File: config.mk
export PLATFORM = sky130hd
export DESIGN_NAME = dect_match
export DESIGN_NICKNAME = d
export VERILOG_FILES = /design/src/rtl/dect_pkg.sv /design/src/rtl/dect_match.sv
export SDC_FILE = /design/constraint.sdc
export NUM_CORES = 1
export LEC_CHECK = 0
export BUFFER_PORTS_ARGS = -buffer_cell sky130_fd_sc_hd__buf_2
export CORE_AREA = 3 3 174 176
export DETAILED_ROUTE_END_ITERATION = 16
export DIE_AREA = 0 0 177 179
export GPL_TIMING_DRIVEN = 0
export PLACE_DENSITY_LB_ADDON = 0.1
export SYNTH_ARGS = -nofsm -noshare
export SYNTH_HDL_FRONTEND = slang
export SYNTH_SLANG_ARGS = --single-unit
File: constraint.sdc
create_clock -name vclk -period 1.87
set_clock_uncertainty 0.1 [all_clocks]
set_input_delay 0.0935 -clock vclk [all_inputs]
set_output_delay 0.0935 -clock vclk [all_outputs]
set_load 0.02 [all_outputs]
File: src/rtl/dect_pkg.sv
// ---------------------------------------------------------------------------
// Directory entry cache table package
// Entry layout, request layout, command and status codes, sequencer states.
// ---------------------------------------------------------------------------
`timescale 1ns / 1ps

package dect_pkg;

	typedef enum logic [2:0] {
		CMD_ADD       = 3'd0,
		CMD_UPDATE    = 3'd1,
		CMD_REMOVE    = 3'd2,
		CMD_FIND_ID   = 3'd3,
		CMD_FIND_NAME = 3'd4
	} dect_cmd_t;

	typedef enum logic [1:0] {
		STAT_OK        = 2'd0,
		STAT_NOT_FOUND = 2'd1,
		STAT_FULL      = 2'd2
	} dect_status_t;

	typedef enum logic [2:0] {
		S_CLEAR,
		S_IDLE,
		S_SCAN,
		S_LAST,
		S_WRITE,
		S_RESP
	} dect_state_t;

	typedef struct packed {
		logic [31:0] id;
		logic [31:0] parent;
		logic [31:0] rec_sector;
		logic [31:0] name_offset;
		logic [31:0] end_sector;
		logic [63:0] key;
	} dect_entry_t;

	typedef struct packed {
		logic [2:0]  cmd;
		logic [31:0] id;
		logic [31:0] parent;
		logic [31:0] rec_sector;
		logic [31:0] name_offset;
		logic [31:0] end_sector;
		logic [63:0] key;
		logic        long_name;
	} dect_req_t;

	typedef struct packed {
		logic hit;
		logic free;
	} dect_match_t;

	localparam logic [31:0] ALL_ONES32 = 32'hffff_ffff;

endpackage

File: src/rtl/dect_match.sv
// ---------------------------------------------------------------------------
// Directory entry cache table slot matcher
// Compares one stored entry against the pending request and flags a hit
// for the command and whether the slot is free.
// ---------------------------------------------------------------------------
`timescale 1ns / 1ps

module dect_match #(
	parameter int SHORT_NAME_BYTES = 8
) (
	input  dect_pkg::dect_entry_t entry,
	input  dect_pkg::dect_req_t   req,
	output dect_pkg::dect_match_t match
);

	localparam logic [63:0] SHORT_MASK = (SHORT_NAME_BYTES >= 8) ? {64{1'b1}} :
		((64'd1 << (8 * SHORT_NAME_BYTES)) - 64'd1);

	logic        entry_free;
	logic        id_hit;
	logic        name_hit;
	logic [63:0] key_mask;

	always_comb begin
		entry_free = (entry.id == dect_pkg::ALL_ONES32);
		id_hit     = (entry.id == req.id) && (req.id != dect_pkg::ALL_ONES32);
		key_mask   = req.long_name ? {64{1'b1}} : SHORT_MASK;
		name_hit   = !entry_free && (entry.parent == req.parent) &&
			(((entry.key ^ req.key) & key_mask) == 64'd0);

		match.free = entry_free;
		case (req.cmd)
			dect_pkg::CMD_ADD,
			dect_pkg::CMD_UPDATE,
			dect_pkg::CMD_REMOVE,
			dect_pkg::CMD_FIND_ID: begin
				match.hit = id_hit;
			end
			dect_pkg::CMD_FIND_NAME: begin
				match.hit = name_hit;
			end
			default: begin
				match.hit = 1'b0;
			end
		endcase
	end

endmodule

==> metrics.txt, run 1 <==
Pwr Density 190 nW/um2; cell area after layout 3410 um2; final setup violating endpoints 1; Via density 3.00; die area 31700 um2; Placed Instance Area 3360 um2; flip-flop and latch area 0 um2; CP Max Fanout 1; GRT overflow 0; cell row count 62; vias in the first global route 2870; die height 179 um; clkbuf count 0; synth unique cells 13; drt wl/cell 14.6 um; Remaining DRCs 0; I/O pin count 454; Antenna Violating Nets Remaining 0; HP Class input port to primary output; worst hold margin 0.603 ns; Starting Density 0.0546; status finished with violations; Leak 1.45 nW; Syn Area/Cell 7.98 um2; Syn. warnings 0; DR iter-0 viols 52; routability cong. 0.766; RSZ-0062 raised after global routing true; core box area 28800 um2; Cells after Synth 197; Setup Fix Bufs, Post-CTS 0; relative slew slack 0.698; Die Width 177 um; Post-Route WL 12300 um; P&R area growth vs syn 117%; crit path DAT 1.75 ns; Max rail drop VDD 50.1 uV; CP Class input port to primary output; cts hold-fix bufs 0; Via Count 2528; port bufs 261; violated checks setup timing; post-DP HPWL 12000 um; syn_nets 649; top-area cell type share of the netlist area 0.440; largest cells by area after synthesis xnor2_1 44%, xor2_1 27%, nand4_1 15%; CP endpoint kind primary output; max frequency 515 MHz; Power, Total 649 uW; FILL cells 3372; largest area contributor in the netlist xnor2_1; first-pass GRT wire length 16800 um; Seq Cell Count 0; Final WS setup -0.0733 ns; total track usage 0.0697; CP Data Required Time 1.68 ns; Final Max Slew Viols 0; sequential share of the synthesized area 0; largest net degree at the start of global routing 3; Mapped Area 1570 um2; Final Hold Viols 0; TritonRoute pass-1 iters 4; antenna violations before repair 6; nets 912; Worst-Margin Slew 0.442 ns; CP startpoint kind input port; min Tclk post-route 1.94 ns; ratio of cells with drive above 1 in the final layout 0.592; final period utilization 1.04; Max-cap violations 0
[cell usage after synthesis (all sizes together)]
cell type / number
buf: 1
nor2: 1
o31ai: 1
xor2: 49
nand4: 38
nor3: 3
xnor2: 79
nand2: 1
or4: 3
nor4: 17
a2111oi: 1
nand3: 3
[timing repair]
action / CTS / global route
setup endpoints to repair: 1 / 1
gates resized for setup: 9 / 0
pin swaps: 5 / 2
[routing by layer]
| metal | track usage | wire, um | vias up |
|---|---|---|---|
| met5 | 0 | 62 | - |
| met4 | 0.00524 | 121 | 10 |
| li1 | - | - | 1244 |
| met1 | 0.0851 | 4880 | 1089 |
| met3 | 0.0233 | 1410 | 14 |
| met2 | 0.124 | 5850 | 171 |
[power breakdown]
group            total (mW)  switching (mW)  leakage, nW  internal [mW]
sequential                0               0            0              0
combinational         0.649           0.281         1.45          0.368
clock          0.0000000716               0   0.00000634   0.0000000716
total                 0.649           0.281         1.45          0.368
[critical path: stages]
cell and delay, ns:
buf_2 0.10, xor2_1 0.16, nor4_2 0.31, nand4_1 0.15, or4_4 0.58, o31ai_4 0.21, buf_6 0.15
[stage by stage]
stage | setup WS, ns | instances | setup TNS, ns | util
2_1_floorplan | 0.179 | 197 | 0 | -
3_3_place_gp | -0.364 | 842 | -0.364 | 0.117
4_1_cts | -0.119 | 842 | -0.119 | 0.118
3_5_place_dp | -0.450 | 842 | -0.450 | 0.117
6_report | -0.0733 | 843 | -0.0733 | 0.119
5_1_grt | -0.213 | 842 | -0.213 | 0.118
[final timing paths]
check / from / end / slack (ns) / depth (start not counted)
worst max-delay path: req[162] / match[1] / -0.07 / 7
worst min-delay path: req[226] / match[1] / 0.60 / 6
[area by class of cell]
cell class	count	area, um2	share of cell area
antenna	1	2.50	0.000733
tap	384	480	0.141
buffer	1	7.51	0.00220
timing repair buffer	261	1320	0.387
multi-input combinational	196	1600	0.470
[cells by family (layout without fill, tap and decap cells)]
kind of cell / after synthesis / after routing / synth area share
AO/OA/AOI/OAI: 2 / 2 / 0.0135
other: 0 / 1 / 0
AND/OR/NAND/NOR: 66 / 66 / 0.269
XOR/XNOR: 128 / 128 / 0.713
buffers and inverters: 1 / 262 / 0.00478
[layout by cell type (no fill, tap or decap)]
cell type / count
buf_2: 259
xnor2_1: 79
xor2_1: 49
nand4_1: 38
nor4_1: 10
nor4_2: 7
nor3_1: 3
nand3_1: 3
or4_1: 2
buf_6: 2
diode_2: 1
nand2_1: 1
nor2_1: 1
or4_4: 1
a2111oi_0: 1
o31ai_4: 1
buf_4: 1
Note: power is estimated with default switching activity, not from simulation.
==> run 2, diff against run 1 <==
--- a/config.mk
+++ b/config.mk
@@ -6,9 +6,9 @@
 export NUM_CORES = 1
 export LEC_CHECK = 0
 export BUFFER_PORTS_ARGS = -buffer_cell sky130_fd_sc_hd__buf_2
-export CORE_AREA = 3 3 174 176
+export CORE_AREA = 2 2 179 181
 export DETAILED_ROUTE_END_ITERATION = 16
-export DIE_AREA = 0 0 177 179
+export DIE_AREA = 0 0 181 183
 export GPL_TIMING_DRIVEN = 0
 export PLACE_DENSITY_LB_ADDON = 0.1
 export SYNTH_ARGS = -nofsm -noshare
==> run 2 against run 1 <==
The run still ends with setup timing left. Via count fell by 0.87%. First-iteration DRC count decreased by 13%. Combinational power about the same. Critical path type unchanged. Largest power group unchanged.
==> metrics.txt, run 2 (same netlist as run 1, synthesis figures left out) <==
status finished with violations; violated checks setup timing; max frequency 502 MHz; worst path bufs/invs 2; Leak 1.45 nW; GRT overflow 0; most frequent cells in the layout 257 x buf_2, 79 x xnor2_1, 49 x xor2_1; Final WS setup -0.122 ns; Antenna Violating Nets Remaining 0; Max-cap violations 0; TritonRoute pass-1 iters 4; FILL cells 3698; Setup Fix Bufs, Post-CTS 0; first-pass GRT wire length 15900 um; routability cong. 0.768; Non-Filler Instances 865; Worst-Margin Slew 0.469 ns; die height 183 um; Slowest Stage Delay on Critical Path 0.59 ns; flip-flop and latch area 0 um2; final setup violating endpoints 1; ratio of cells with drive above 1 in the final layout 0.592; I/O pin count 454; crit path DAT 1.80 ns; Seq Cell Count 0; final period utilization 1.07; Via density 2.90; clkbuf count 0; CP Max Fanout 1; leading cell type in the layout, fill and taps excluded buf_2; Pwr Density 187 nW/um2; relative slew slack 0.684; DR iter-0 viols 45; HP Class input port to primary output; Starting Density 0.0504; Remaining DRCs 0; post-DP HPWL 11200 um; die area 33100 um2; area of the multi-input gates 1600 um2; Via Count 2506; slowest CP cell or4_4; cell area after layout 3460 um2; min Tclk post-route 1.99 ns; Final Max Slew Viols 0; Final Hold Viols 0; CP startpoint kind input port; CP endpoint kind primary output; Finished Core Util 0.111; cell row count 65; total track usage 0.0631; Place WS -0.376 ns; largest net degree at the start of global routing 3; Post-Route WL 11400 um; core box area 31200 um2; Max rail drop VDD 61.8 uV; nets 912; cts hold-fix bufs 0; Placed Instance Area 3380 um2; CP Class input port to primary output; Die Width 181 um; CP Data Required Time 1.68 ns; cell total after placement 860; Setup TNS -0.122 ns; port bufs 261; P&R area growth vs syn 120%; Cell Chain, Critical Path buf_2, xor2_1, nor4_2, nand4_1, or4_4, o31ai_4, buf_6; antenna violations before repair 9; drt wl/cell 13.1 um; crit-path leading delay family simple AND/OR/NAND/NOR gates; vias in the first global route 2706; RSZ-0062 raised after global routing true
run 2: cell types whose count changed in the layout (fill, tap and decap cells not counted):
cell / before / now
buf_6: 2 / 4
diode_2: 1 / 5
buf_2: 259 / 257
run 2: per-stage QoR:
stage               hold slack [ns]  power [mW]
floorplan                     0.300       0.248
global placement              0.665       0.649
detailed placement            0.673       0.648
CTS                           0.655       0.663
global route                  0.663       0.714
finish                        0.616       0.647
run 2: final timing paths:
kind / endpoint / slack, ns / start / cells after the start
setup / recovery: match[1] / -0.12 / req[21] / 7
hold / removal: match[1] / 0.62 / req[226] / 6
run 2: worst min-delay path: stages:
cell and delay, ns:
buf_2 0.08, nor3_1 0.04, nand3_1 0.08, or4_4 0.15
o31ai_4 0.06, buf_6 0.12
run 2: cell type report:
| type | count | area share |
|---|---|---|
| buffer | 1 | 0.00217 |
| antenna | 5 | 0.00362 |
| timing repair buffer | 261 | 0.385 |
| multi-input combinational | 196 | 0.464 |
| tap | 402 | 0.145 |
run 2: power by group:
group,total [mW],internal (mW),switching [mW]
combinational,0.647,0.370,0.277
clock,0.000000358,0.000000358,0
sequential,0,0,0
total,0.647,0.370,0.277
run 2: routing by layer:
metal	share of wire	track usage	up-vias	wire, um
li1	-	-	1249	-
met1	0.38	0.0688	1069	4280
met2	0.48	0.114	170	5470
met3	0.13	0.0328	10	1510
met4	0.0051	0.00293	8	58
met5	0.0042	0	-	48
run 2: timing repair:
| action | in CTS | in global routing |
|---|---|---|
| resized for setup | 9 | 2 |
| setup endpoints to repair | 1 | 1 |
| pin swaps | 7 | 3 |
==> run 3, diff against run 2 <==
--- a/config.mk
+++ b/config.mk
@@ -10,7 +10,7 @@
 export DETAILED_ROUTE_END_ITERATION = 16
 export DIE_AREA = 0 0 181 183
 export GPL_TIMING_DRIVEN = 0
-export PLACE_DENSITY_LB_ADDON = 0.1
+export REMOVE_ABC_BUFFERS = 1
 export SYNTH_ARGS = -nofsm -noshare
 export SYNTH_HDL_FRONTEND = slang
 export SYNTH_SLANG_ARGS = --single-unit
==> run 3 against run 2 <==
The run still ends with setup timing left. Clock-buffer cell count did not move. Cell count rose by 1.0%. Design area increased by 0.29%. Critical path depth is the same. Critical path type unchanged. Largest cell class unchanged.
==> metrics.txt, run 3 (same netlist as run 1, synthesis figures left out) <==
ratio of cells with drive above 1 in the final layout 0.589; Leak 1.44 nW; cts hold-fix bufs 0; Top Metal Used met5; GRT overflow 0; worst hold margin 0.594 ns; I/O pin count 454; CP Data Required Time 1.68 ns; die height 183 um; TritonRoute pass-1 iters 4; Finished Core Util 0.111; P&R area growth vs syn 120%; met3 routed WL 1630 um; violated checks setup timing; DR iter-0 viols 52; Remaining DRCs 0; routability cong. 0.800; final period utilization 1.05; Die Width 181 um; vias in the first global route 2650; crit path DAT 1.77 ns; first-pass GRT wire length 16500 um; final setup violating endpoints 1; HP Class input port to primary output; met1 wire length 4300 um; port bufs 261; Via density 2.91; Final Hold Viols 0; Seq Cell Count 0; relative slew slack 0.650; RSZ-0062 raised after global routing true; CP Max Fanout 1; total track usage 0.0701; Final WS setup -0.0920 ns; core box area 31200 um2; largest net degree at the start of global routing 3; CP Class input port to primary output; Post-Route WL 12400 um; max frequency 510 MHz; CP endpoint kind primary output; nets 911; WHS Path Cells 6; Worst-Margin Slew 0.520 ns; Max-cap violations 0; Starting Density 0.0504; clkbuf count 0; Pwr Density 188 nW/um2; drt wl/cell 14.2 um; Max rail drop VDD 60.4 uV; Final Max Slew Viols 0; Via Count 2544; min Tclk post-route 1.96 ns; most frequent cells in the layout 260 x buf_2, 79 x xnor2_1, 49 x xor2_1; met2 wire length 6350 um; antenna violations before repair 20; post-DP HPWL 12100 um; slowest CP cell or4_4; CP startpoint kind input port; leading cell type in the layout, fill and taps excluded buf_2; status finished with violations; Slowest Stage Delay on Critical Path 0.56 ns; Antenna Violating Nets Remaining 0; die area 33100 um2; Cell Chain, Critical Path buf_2, xor2_1, nor4_2, nand4_1, or4_4, o31ai_4, buf_6; flip-flop and latch area 0 um2; cell row count 65
-- run 3: path summary, 6_finish.rpt --
| kind | start | end | slack, ns |
|---|---|---|---|
| hold / removal | req[225] | match[1] | 0.59 |
| setup / recovery | req[178] | match[1] | -0.09 |
-- run 3: area by class of cell --
class              instances  area, um2
diodes                    15       37.5
fillers                 3662      27800
multi-input cells        196       1610
well taps                402        503
repair buffers           261       1310
-- run 3: timing repair --
action	4_1_cts	5_1_grt
pin swaps	3	1
setup buffers	0	0
endpoints found under the setup margin	1	1
endpoints found under the hold margin	0	0
gates resized for setup	9	0
-- run 3: per-layer routing --
layer	up-vias	GRT usage
met3	18	0.0353
li1	1262	-
met4	14	0.00293
met5	-	0
met1	1083	0.0700
met2	167	0.136
-- run 3: metrics by stage --
stage                     area [um2]  std cells  total power, mW  setup TNS [ns]  setup slack, ns
after floorplan                 1570        196            0.248               0            0.179
after global placement          3370        859            0.637          -0.775           -0.775
after detailed placement        3370        859            0.649          -0.763           -0.763
after CTS                       3430        859            0.666          -0.207           -0.207
after global routing            3440        863            0.716          -0.214           -0.214
final                           3470        874            0.653         -0.0920          -0.0920
-- run 3: report_power, final --
part | total (mW) | switching, mW | internal (mW)
Combinational | 0.653 | 0.286 | 0.368
Sequential | 0 | 0 | 0
Clock | 0.00000108 | 0 | 0.00000108
Total | 0.653 | 0.286 | 0.368
-- run 3: worst max-delay path: cells and delay by family --
kind / cells / cell delay, ns
AND/OR/NAND/NOR: 3 / 1.04
buffers and inverters: 2 / 0.27
AO/OA/AOI/OAI: 1 / 0.21
XOR/XNOR: 1 / 0.15
